==> config.mk <==
export PLATFORM = sky130hd
export DESIGN_NAME = drift_corrected_time_of_day_clock_unit_flat
export DESIGN_NICKNAME = d
export VERILOG_FILES = /design/src/hw/rtl/dctc_pkg.sv /design/src/hw/rtl/dctc_if.sv /design/src/hw/rtl/drift_corrected_time_of_day_clock_unit.sv /design/src/flat_wrapper.sv
export SDC_FILE = /design/constraint.sdc
export NUM_CORES = 1
export LEC_CHECK = 0
export ABC_AREA = 1
export BUFFER_PORTS_ARGS = -buffer_cell sky130_fd_sc_hd__buf_4
export CAP_MARGIN = 5
export CORE_MARGIN = 2
export CORE_UTILIZATION = 54
export CTS_CLUSTER_SIZE = 20
export DETAILED_ROUTE_END_ITERATION = 16
export PLACE_DENSITY = 0.87
export SYNTH_ARGS = -nofsm -noshare
export SYNTH_HDL_FRONTEND = slang
export SYNTH_SLANG_ARGS = --single-unit
==> constraint.sdc <==
create_clock -name clk -period 3.71 [get_ports clk]
set_input_delay 0.5565 -clock clk [delete_from_list [all_inputs] [get_ports clk]]
set_output_delay 0.5565 -clock clk [all_outputs]
set_load 0.03 [all_outputs]
==> src/hw/rtl/dctc_pkg.sv <==
`timescale 1ns / 1ps
package dctc_pkg;

  localparam logic [1:0] CMD_TICK = 2'd0;
  localparam logic [1:0] CMD_MIN  = 2'd1;
  localparam logic [1:0] CMD_HOUR = 2'd2;

  localparam logic [15:0] DRIFT_STEP_RESET = 16'd1229;
  localparam logic [6:0]  SEC_PER_MIN      = 7'd60;
  localparam logic [5:0]  MIN_LAST         = 6'd59;
  localparam logic [4:0]  HOUR_LAST        = 5'd23;
  localparam logic [3:0]  LEVEL_COUNT      = 4'd5;
  localparam logic [2:0]  LEVEL_RESET      = 3'd1;
  localparam logic [7:0]  PWM_RESET        = 8'd248;

  typedef struct packed {
    logic [5:0] minute_lights;
    logic [4:0] hour_lights;
    logic [7:0] pwm_compare;
    logic       sleep_deep;
    logic [5:0] second_count;
  } dctc_result_t;

  function automatic logic [7:0] level_pwm(input logic [2:0] lv);
    logic [7:0] v;
    case (lv)
      3'd0:    v = 8'd255;
      3'd1:    v = 8'd254;
      3'd2:    v = 8'd248;
      3'd3:    v = 8'd156;
      default: v = 8'd0;
    endcase
    return v;
  endfunction

endpackage

==> src/hw/rtl/dctc_if.sv <==
`timescale 1ns / 1ps
interface dctc_in_if;
  logic       valid;
  logic       ready;
  logic [1:0] command;
  logic       brightness_button;

  modport source (output valid, output command, output brightness_button, input ready);
  modport sink   (input valid, input command, input brightness_button, output ready);
endinterface

interface dctc_out_if;
  logic       valid;
  logic       ready;
  logic [5:0] minute_lights;
  logic [4:0] hour_lights;
  logic [7:0] pwm_compare;
  logic       sleep_deep;
  logic [5:0] second_count;

  modport source (output valid, output minute_lights, output hour_lights,
                  output pwm_compare, output sleep_deep, output second_count,
                  input ready);
  modport sink   (input valid, input minute_lights, input hour_lights,
                  input pwm_compare, input sleep_deep, input second_count,
                  output ready);
endinterface

==> src/hw/rtl/drift_corrected_time_of_day_clock_unit.sv <==
`timescale 1ns / 1ps
// 24-hour time-of-day clock with a Q0.16 drift accumulator and a five-level
// brightness step. One command is taken per clock cycle while ready is high; its
// result is registered into the result register, or into the skid register when
// the sink stalls. The time state updates in the cycle of the transfer through
// a single increment/carry path, and a two-entry output buffer (result register
// plus skid register) keeps the input ready while one result waits, so a stalled
// sink costs no throughput until both entries are full. drift_step is written
// through cfg_we/cfg_wdata and takes effect on the next tick.
module drift_corrected_time_of_day_clock_unit (
  input  logic        clk,
  input  logic        rst_n,
  dctc_in_if.sink     in_ch,
  dctc_out_if.source  out_ch,
  input  logic        cfg_we,
  input  logic [15:0] cfg_wdata
);
  import dctc_pkg::*;

  logic [15:0] drift_step_r;
  logic [5:0]  sec_r, sec_nxt;
  logic [5:0]  min_r, min_nxt;
  logic [4:0]  hour_r, hour_nxt;
  logic [15:0] frac_r, frac_nxt;
  logic [2:0]  bright_r, bright_nxt;
  logic [7:0]  pwm_r, pwm_nxt;
  logic        deep_r, deep_nxt;

  dctc_result_t res;
  dctc_result_t out_r, skid_r;
  logic         out_valid_r, skid_valid_r;
  logic         accept, load;

  logic [16:0] sum;
  logic [6:0]  s;
  logic [3:0]  lv;
  logic        adv_min, adv_hour, show;

  assign in_ch.ready = !skid_valid_r;
  assign accept      = in_ch.valid && in_ch.ready;
  assign load        = !out_valid_r || out_ch.ready;

  always_comb begin
    sec_nxt    = sec_r;
    min_nxt    = min_r;
    hour_nxt   = hour_r;
    frac_nxt   = frac_r;
    bright_nxt = bright_r;
    pwm_nxt    = pwm_r;
    deep_nxt   = deep_r;
    adv_min    = 1'b0;
    adv_hour   = 1'b0;
    show       = !deep_r;
    sum        = {1'b0, frac_r} + {1'b0, drift_step_r};
    s          = {1'b0, sec_r} + 7'd1 + {6'd0, sum[16]};
    lv         = {1'b0, bright_r} + 4'd1;
    if (lv >= LEVEL_COUNT) begin
      lv = 4'd0;
    end
    case (in_ch.command)
      CMD_TICK: begin
        frac_nxt = sum[15:0];
        if (s >= SEC_PER_MIN) begin
          s       = s - SEC_PER_MIN;
          adv_min = 1'b1;
        end
        sec_nxt = s[5:0];
        if (in_ch.brightness_button) begin
          bright_nxt = lv[2:0];
          pwm_nxt    = level_pwm(lv[2:0]);
        end
        deep_nxt = (bright_nxt == 3'd0);
        show     = !deep_nxt;
      end
      CMD_MIN: begin
        adv_min = 1'b1;
        show    = 1'b1;
      end
      CMD_HOUR: begin
        adv_hour = 1'b1;
        show     = 1'b1;
      end
      default: begin
        show = !deep_r;
      end
    endcase
    if (adv_min) begin
      if (min_r >= MIN_LAST) begin
        min_nxt  = 6'd0;
        adv_hour = 1'b1;
      end else begin
        min_nxt = min_r + 6'd1;
      end
    end
    if (adv_hour) begin
      hour_nxt = (hour_r >= HOUR_LAST) ? 5'd0 : hour_r + 5'd1;
    end
    res.minute_lights = show ? min_nxt : 6'd0;
    res.hour_lights   = show ? hour_nxt : 5'd0;
    res.pwm_compare   = pwm_nxt;
    res.sleep_deep    = deep_nxt;
    res.second_count  = sec_nxt;
  end

  always_ff @(posedge clk) begin
    if (!rst_n) begin
      drift_step_r <= DRIFT_STEP_RESET;
      sec_r        <= 6'd0;
      min_r        <= 6'd0;
      hour_r       <= 5'd0;
      frac_r       <= 16'd0;
      bright_r     <= LEVEL_RESET;
      pwm_r        <= PWM_RESET;
      deep_r       <= 1'b0;
    end else begin
      if (cfg_we) begin
        drift_step_r <= cfg_wdata;
      end
      if (accept) begin
        sec_r    <= sec_nxt;
        min_r    <= min_nxt;
        hour_r   <= hour_nxt;
        frac_r   <= frac_nxt;
        bright_r <= bright_nxt;
        pwm_r    <= pwm_nxt;
        deep_r   <= deep_nxt;
      end
    end
  end

  // output buffer: skid entry fills only when the result register is stalled
  always_ff @(posedge clk) begin
    if (!rst_n) begin
      out_valid_r  <= 1'b0;
      skid_valid_r <= 1'b0;
    end else if (load) begin
      if (skid_valid_r) begin
        out_valid_r  <= 1'b1;
        skid_valid_r <= 1'b0;
      end else begin
        out_valid_r <= accept;
      end
    end else if (accept) begin
      skid_valid_r <= 1'b1;
    end
  end

  always_ff @(posedge clk) begin
    if (load) begin
      if (skid_valid_r) begin
        out_r <= skid_r;
      end else if (accept) begin
        out_r <= res;
      end
    end else if (accept) begin
      skid_r <= res;
    end
  end

  assign out_ch.valid         = out_valid_r;
  assign out_ch.minute_lights = out_r.minute_lights;
  assign out_ch.hour_lights   = out_r.hour_lights;
  assign out_ch.pwm_compare   = out_r.pwm_compare;
  assign out_ch.sleep_deep    = out_r.sleep_deep;
  assign out_ch.second_count  = out_r.second_count;

endmodule

==> src/flat_wrapper.sv <==
// flat-port wrapper written by rule: the top's interface ports become plain ports
module drift_corrected_time_of_day_clock_unit_flat import dctc_pkg::*;
  (clk, rst_n, cfg_we, cfg_wdata, in_ch_valid, in_ch_command, in_ch_brightness_button, in_ch_ready, out_ch_valid, out_ch_minute_lights, out_ch_hour_lights, out_ch_pwm_compare, out_ch_sleep_deep, out_ch_second_count, out_ch_ready);
  dctc_in_if in_ch_i ();
  dctc_out_if out_ch_i ();
  input  logic clk;
  input  logic rst_n;
  input  logic cfg_we;
  input  logic [15:0] cfg_wdata;
  input wire logic [$bits(in_ch_i.valid)-1:0] in_ch_valid;
  input wire logic [$bits(in_ch_i.command)-1:0] in_ch_command;
  input wire logic [$bits(in_ch_i.brightness_button)-1:0] in_ch_brightness_button;
  output wire logic [$bits(in_ch_i.ready)-1:0] in_ch_ready;
  output wire logic [$bits(out_ch_i.valid)-1:0] out_ch_valid;
  output wire logic [$bits(out_ch_i.minute_lights)-1:0] out_ch_minute_lights;
  output wire logic [$bits(out_ch_i.hour_lights)-1:0] out_ch_hour_lights;
  output wire logic [$bits(out_ch_i.pwm_compare)-1:0] out_ch_pwm_compare;
  output wire logic [$bits(out_ch_i.sleep_deep)-1:0] out_ch_sleep_deep;
  output wire logic [$bits(out_ch_i.second_count)-1:0] out_ch_second_count;
  input wire logic [$bits(out_ch_i.ready)-1:0] out_ch_ready;
  assign in_ch_i.valid = in_ch_valid;
  assign in_ch_i.command = in_ch_command;
  assign in_ch_i.brightness_button = in_ch_brightness_button;
  assign in_ch_ready = in_ch_i.ready;
  assign out_ch_valid = out_ch_i.valid;
  assign out_ch_minute_lights = out_ch_i.minute_lights;
  assign out_ch_hour_lights = out_ch_i.hour_lights;
  assign out_ch_pwm_compare = out_ch_i.pwm_compare;
  assign out_ch_sleep_deep = out_ch_i.sleep_deep;
  assign out_ch_second_count = out_ch_i.second_count;
  assign out_ch_i.ready = out_ch_ready;
  drift_corrected_time_of_day_clock_unit u_core (.clk(clk), .rst_n(rst_n), .in_ch(in_ch_i), .out_ch(out_ch_i), .cfg_we(cfg_we), .cfg_wdata(cfg_wdata));
endmodule
==> results of run 1 <==
-- state kept, by name, summed over array words and instances, names as in the netlist, 3 cells and up --
signal / flops
u_core.drift_step_r: 16
u_core.hour_r: 5
u_core.out_ch.minute_lights: 6
u_core.skid_r: 26
u_core.frac_r: 16
u_core.out_ch.hour_lights: 5
u_core.out_ch.second_count: 6
u_core.out_ch.pwm_compare: 8
u_core.min_r: 6
u_core.bright_r: 3
u_core.sec_r: 6
u_core.pwm_r: 8
-- layout make-up --
cell class | instances | area [um2]
clock inverters | 13 | 136
fillers | 774 | 3330
multi-input cells | 498 | 2910
well taps | 140 | 175
flip-flops and latches | 115 | 2830
inverters | 102 | 385
clock buffers | 19 | 422
repair buffers | 71 | 557
-- power by group through the flow --
stage	registers, mW	clock network (mW)	logic, mW
finish	1.47	1.53	0.526
global route	1.47	1.59	0.581
CTS	1.46	1.53	0.475
detailed placement	1.48	0	0.467
global placement	1.48	0	0.454
floorplan	1.53	0	0.282
-- cell families after synthesis --
| kind of cell | after synthesis |
|---|---|
| adders and majority gates | 28 |
| xor gates and xnor gates | 8 |
| and+or+nand+nor | 321 |
| buffers and inverters | 128 |
| DFF | 115 |
| AOI/OAI and AO/OA | 141 |
-- placed cells by master, fill, tap and decap left out, types with 3 or more instances in the layout --
cell        netlist  routed
ha_4              0      10
nand2_2           3      13
nor2_1           72      70
nand2_4           2       4
nand4_1           3       3
clkbuf_16         0      16
a21oi_2           0       5
clkinv_2          0       4
nor3_1            5       5
o21a_1            5       5
dfxtp_1          63      58
o21ai_1           8       7
dfxtp_2           0       5
xor2_1            6       5
clkinvlp_4        0       4
buf_4             0      68
inv_2             3       6
o221ai_1          5       5
nand3_1          56      40
o21ai_0          48      46
o21bai_1          4       4
nand2_1         172     159
edfxtp_1         52      52
o21ai_2           4       7
a31oi_1           5       5
o211ai_1          4       4
nor2_2            2       4
a21oi_1          51      46
nand3_2           2      17
ha_1             27      16
inv_1            97      93
-- metrics by stage --
step	cell area, um2	cells	hold slack, ns
6_report	7420	958	0.247
5_1_grt	7420	958	0.257
4_1_cts	7050	953	0.238
3_5_place_dp	6480	921	0.456
3_3_place_gp	6480	921	0.449
2_1_floorplan	5910	741	0.433
-- routing by layer --
layer / vias up / GRT usage, %
met5: - / 0
met4: 0 / 8.15
met3: 44 / 5.20
met2: 217 / 39.2
met1: 2389 / 25.8
li1: 2565 / -
-- worst reg2reg max path: cells and delay by family, from the launching register on --
family,cells,cell delay (ns)
adder cells (fa/ha/maj),4,0.84
buffers and inverters,6,0.55
AND/OR/NAND/NOR,17,1.49
flip-flops,1,0.35
AO/OA/AOI/OAI,3,0.36
-- timing repair --
item | in CTS | in global routing
pin swaps | 1 | 26
hold buffers | 0 | 0
setup buffers | 0 | 5
endpoints found under the setup margin | 19 | 42
gates resized for setup | 2 | 73
-- worst paths after layout --
| path | from | endpoint | slack [ns] | depth (start not counted) |
|---|---|---|---|---|
| max | u_core.drift_step_r[0] | u_core.skid_r[24] | -0.03 | 30 |
| min | cfg_wdata[6] | u_core.drift_step_r[6] | 0.25 | 3 |
| max reg2reg | u_core.drift_step_r[0] | u_core.skid_r[24] | -0.03 | 30 |
| min reg2reg | u_core.pwm_r[6] | u_core.pwm_r[6] | 0.47 | 2 |
==> impl_metrics.env, run 1 <==
export IMPL_status="complete, but fails checks"
export IMPL_failed_checks="negative setup slack"
export IMPL_drt_pre_antenna_iters=5
export IMPL_start_util_pct=55.0
export IMPL_synth_top_family_by_area="simple AND/OR/NAND/NOR gates"
export IMPL_yosys_warnings=0
export IMPL_yosys_area_share_simple_pct=22.9
export IMPL_synth_most_common_cell="nand2_1"
export IMPL_numClockSinks=115
export IMPL_timing_final_ws_setup_ns=-0.0285
export IMPL_finClkSkew_ns=0.00766
export IMPL_synth_area_mm2=0.00591
export IMPL_dp_hpwl_um=8190
export IMPL_dp_slack_ns=-0.0493
export IMPL_syn_num_nets=793
export IMPL_grt_ovfl_total=0
export IMPL_ys_ff_latch=115
export IMPL_cp_data_required_time_ns=4.07
export IMPL_crit_path_start_kind="flop"
export IMPL_rows=38
export IMPL_finalHoldViolCount=0
export IMPL_first_iter_violations=332
export IMPL_drtAntennaViolNets=0
export IMPL_final_util_pct=69.0
export IMPL_grt_use_total_pct=22.0
export IMPL_synth_area_mux_share_pct=0
export IMPL_tns_ns=-0.0451
export IMPL_synth_top_area_cell="edfxtp_1"
export IMPL_io_buffers=51
export IMPL_p_leak_nw=3.41
export IMPL_route_vias_total=5215
export IMPL_synth_top_cell_area_share_pct=26.4
export IMPL_highest_layer="met4"
export IMPL_drt_wirelength_per_cell_um=14.7
export IMPL_worstMarginPinSlew_ns=0.850
export IMPL_hold_path_class="input port to flop"
export IMPL_core_area_mm2=0.0107
export IMPL_cp_top_family="simple AND/OR/NAND/NOR gates"
export IMPL_clk_pin_slew_ns=0.06
export IMPL_place_congestion=0.892
export IMPL_io_pins=52
export IMPL_criticalPathCategory="flop to flop"
export IMPL_dieArea_mm2=0.0118
export IMPL_cts_buffers=17
export IMPL_dr_wl_met2_um=7000
export IMPL_wl_met3_um=926
export IMPL_grt_pass1_vias=4607
export IMPL_async_flop_share_pct=0
export IMPL_arrival_ns=4.10
export IMPL_finalNetCount=857
export IMPL_yosys_top_cells_count="172 x nand2_1, 97 x inv_1, 72 x nor2_1"
export IMPL_path_common_cell="nand3_2"
export IMPL_grt_max_degree=39
export IMPL_cts_tree="done"
export IMPL_h_tree_depth=4
export IMPL_slew_headroom_pct=43.0
export IMPL_grt_first_pass_wirelength_um=20400
export IMPL_rsz0062_at_grt="yes"
export IMPL_viasPerCell=5.44
export IMPL_netSwitchingFraction_pct=27.2
export IMPL_finalMaxSlewViolations=0
export IMPL_fmax_mhz=267
export IMPL_power_frac_comb_pct=15.0
export IMPL_diodes=0
export IMPL_insertion_delay_ns=0.52
export IMPL_cp_num_buf_inv=6
export IMPL_drive_above_1_share_pct=22.4
export IMPL_finalSetupViolCount=2
export IMPL_synth_compound_area_share_pct=13.6
export IMPL_synth_area_top_cells="edfxtp_1 26%, dfxtp_1 21%, nand2_1 11%"
export IMPL_cts_root_buf="clkbuf_8"
export IMPL_cp_max_fo=8
export IMPL_pwr_share_seq_pct=41.7
export IMPL_seq_area_frac_synth_pct=47.7
export IMPL_wl_met1_um=5790
export IMPL_clkPwrFrac_pct=43.4
export IMPL_min_period_over_period_pct=101
export IMPL_internal_power_mw=2.56
export IMPL_antenna_found_initial=0
export IMPL_period_minus_slack_ns=3.74
export IMPL_critPathMaxStageDelay_ns=0.38
export IMPL_crit_slowest_cell="fa_2"
export IMPL_syn_avg_cell_area_um2=7.98
export IMPL_crit_path_end_kind="flop"
export IMPL_dieHeight_um=109
export IMPL_die_w_um=109
export IMPL_ys_types=40
export IMPL_synthToLayoutAreaGrowth_pct=25.5
export IMPL_powerDensity_mw_per_mm2=475
export IMPL_synthCells=741
export IMPL_ys_flop_type="dfxtp_1"
export IMPL_power_switching_uw=958
export IMPL_synthAdderAreaFrac_pct=6.05
export IMPL_ir_drop_uv=269
export IMPL_maxCapViolCount=0
export IMPL_synth_edf_count=52
export IMPL_power_mw=3.52
export IMPL_synth_xor_area_share_pct=1.19
export IMPL_clk_path_buf_depth=2
export IMPL_wl_um=14100
export IMPL_drc=0
Power figures use the tool's default switching activity.
==> run 2: changes to the inputs <==
--- a/config.mk
+++ b/config.mk
@@ -13,6 +13,7 @@
 export CTS_CLUSTER_SIZE = 20
 export DETAILED_ROUTE_END_ITERATION = 16
 export PLACE_DENSITY = 0.87
+export RECOVER_POWER = 100
 export SYNTH_ARGS = -nofsm -noshare
 export SYNTH_HDL_FRONTEND = slang
 export SYNTH_SLANG_ARGS = --single-unit
==> impl_metrics.env, run 2 (synthesized netlist as in run 1, its figures left out) <==
export IMPL_crit_path_start_kind="flop"
export IMPL_antenna_found_initial=0
export IMPL_timing_final_ws_setup_ns=-0.0260
export IMPL_fillers=823
export IMPL_cp_max_fo=4
export IMPL_criticalPathCategory="flop to flop"
export IMPL_maxCapViolCount=1
export IMPL_dpl_cell_area_mm2=0.00648
export IMPL_viasPerCell=5.44
export IMPL_route_vias_total=5215
export IMPL_h_tree_depth=4
export IMPL_failed_checks="max-capacitance violations, max-slew violations, negative setup slack"
export IMPL_powerDensity_mw_per_mm2=480
export IMPL_final_area_mm2=0.00728
export IMPL_clk_path_buf_depth=2
export IMPL_cts_buffers=17
export IMPL_synthToLayoutAreaGrowth_pct=23.1
export IMPL_grt_ovfl_total=0
export IMPL_cts_root_buf="clkbuf_8"
export IMPL_rows=38
export IMPL_regArea_mm2=0.00283
export IMPL_drt_wirelength_per_cell_um=14.7
export IMPL_power_mw=3.49
export IMPL_final_common_cell="nand2_1"
export IMPL_cp_data_required_time_ns=4.09
export IMPL_finClkSkew_ns=0.00668
export IMPL_clk_pin_slew_ns=0.06
export IMPL_dieHeight_um=109
export IMPL_crit_path_end_kind="flop"
export IMPL_wl_um=14100
export IMPL_finalSetupViolCount=2
export IMPL_p_leak_nw=3.29
export IMPL_grt_pass1_vias=4607
export IMPL_finalNetCount=857
export IMPL_arrival_ns=4.12
export IMPL_die_w_um=109
export IMPL_final_util_pct=67.7
export IMPL_worstMarginPinSlew_ns=1.55
export IMPL_hold_path_class="input port to flop"
export IMPL_status="complete, but fails checks"
export IMPL_core_area_mm2=0.0107
export IMPL_r2r_slack_ns=-0.03
export IMPL_drtAntennaViolNets=0
export IMPL_regMostFlops="u_core.skid_r"
export IMPL_tns_ns=-0.0373
export IMPL_io_buffers=51
export IMPL_period_minus_slack_ns=3.74
export IMPL_grt_max_degree=39
export IMPL_drt_pre_antenna_iters=6
export IMPL_diodes=0
export IMPL_dieArea_mm2=0.0118
export IMPL_fmax_mhz=268
export IMPL_crit_slowest_cell="fa_2"
export IMPL_place_congestion=0.892
export IMPL_reg_top3="u_core.skid_r x26, u_core.drift_step_r x16, u_core.frac_r x16"
export IMPL_ir_drop_uv=267
export IMPL_grt_use_total_pct=22.0
export IMPL_grt_first_pass_wirelength_um=20400
export IMPL_min_period_over_period_pct=101
export IMPL_finalHoldViolCount=0
export IMPL_insertion_delay_ns=0.52
export IMPL_largest_reg_flops=26
export IMPL_start_util_pct=55.0
export IMPL_rsz0062_at_grt="yes"
export IMPL_finalMaxSlewViolations=39
export IMPL_numClockSinks=115
export IMPL_layout_common_cells="159 x nand2_1, 94 x inv_1, 72 x nor2_1"
export IMPL_cts_tree="done"
export IMPL_slew_headroom_pct=-3.44
export IMPL_dp_hpwl_um=8190
export IMPL_multi_input_area_mm2=0.00291
export IMPL_first_iter_violations=321
export IMPL_drc=0
export IMPL_critPathMaxStageDelay_ns=0.38
export IMPL_io_pins=52
export IMPL_path_common_cell="nand2_1"
export IMPL_drive_above_1_share_pct=18.1
-- run 2: cell type report --
cell class / instances / area share [%]
Clock buffer: 19 / 5.79
Clock inverter: 13 / 1.87
Inverter: 102 / 5.29
Multi-Input combinational cell: 498 / 40.0
Sequential cell: 115 / 38.9
Tap cell: 140 / 2.41
Timing Repair Buffer: 71 / 5.79
-- run 2: worst max-delay path: cells and delay by family (launching register included) --
family / cells / cell delay (ns)
fa+ha+maj: 4 / 0.83
buf+inv: 5 / 0.50
simple gates: 16 / 1.28
compound gates: 3 / 0.64
flops: 1 / 0.35
-- run 2: through the flow --
stage                     worst slack (ns)  instances  hold WS [ns]
after floorplan                      0.159        741         0.433
after global placement              0.0703        921         0.449
after detailed placement           -0.0493        921         0.456
after CTS                          -0.0152        953         0.238
after global routing                -0.232        958         0.257
final                              -0.0260        958         0.248
-- run 2: worst paths after layout --
| path | startpoint | endpoint | depth (start not counted) |
|---|---|---|---|
| min | cfg_wdata[6] | u_core.drift_step_r[6] | 3 |
| min reg2reg | u_core.pwm_r[6] | u_core.pwm_r[6] | 2 |
| max | u_core.drift_step_r[0] | u_core.out_ch.second_count[2] | 28 |
| max reg2reg | u_core.drift_step_r[0] | u_core.out_ch.second_count[2] | 28 |
-- run 2: metal layers --
| layer | GRT usage (%) | wire, um |
|---|---|---|
| met3 | 5.20 | 991 |
| met4 | 8.15 | 349 |
| met2 | 39.2 | 7050 |
| met5 | 0 | 0 |
| met1 | 25.8 | 5740 |
-- run 2: power by group --
part	internal, mW	leakage [nW]	switching (mW)	total, mW
registers	1.42	1.01	0.0509	1.47
clock network	0.951	0.264	0.572	1.52
logic	0.170	2.01	0.331	0.502
total	2.54	3.29	0.954	3.49
-- run 2: timing repair --
action / in CTS / in global routing
hold buffers: 0 / 0
endpoints found under the hold margin: 0 / 0
pin swaps: 1 / 26
gates resized for setup: 2 / 73
endpoints found under the setup margin: 19 / 42
buffers inserted: 0 / 5
cloned: 0 / 0
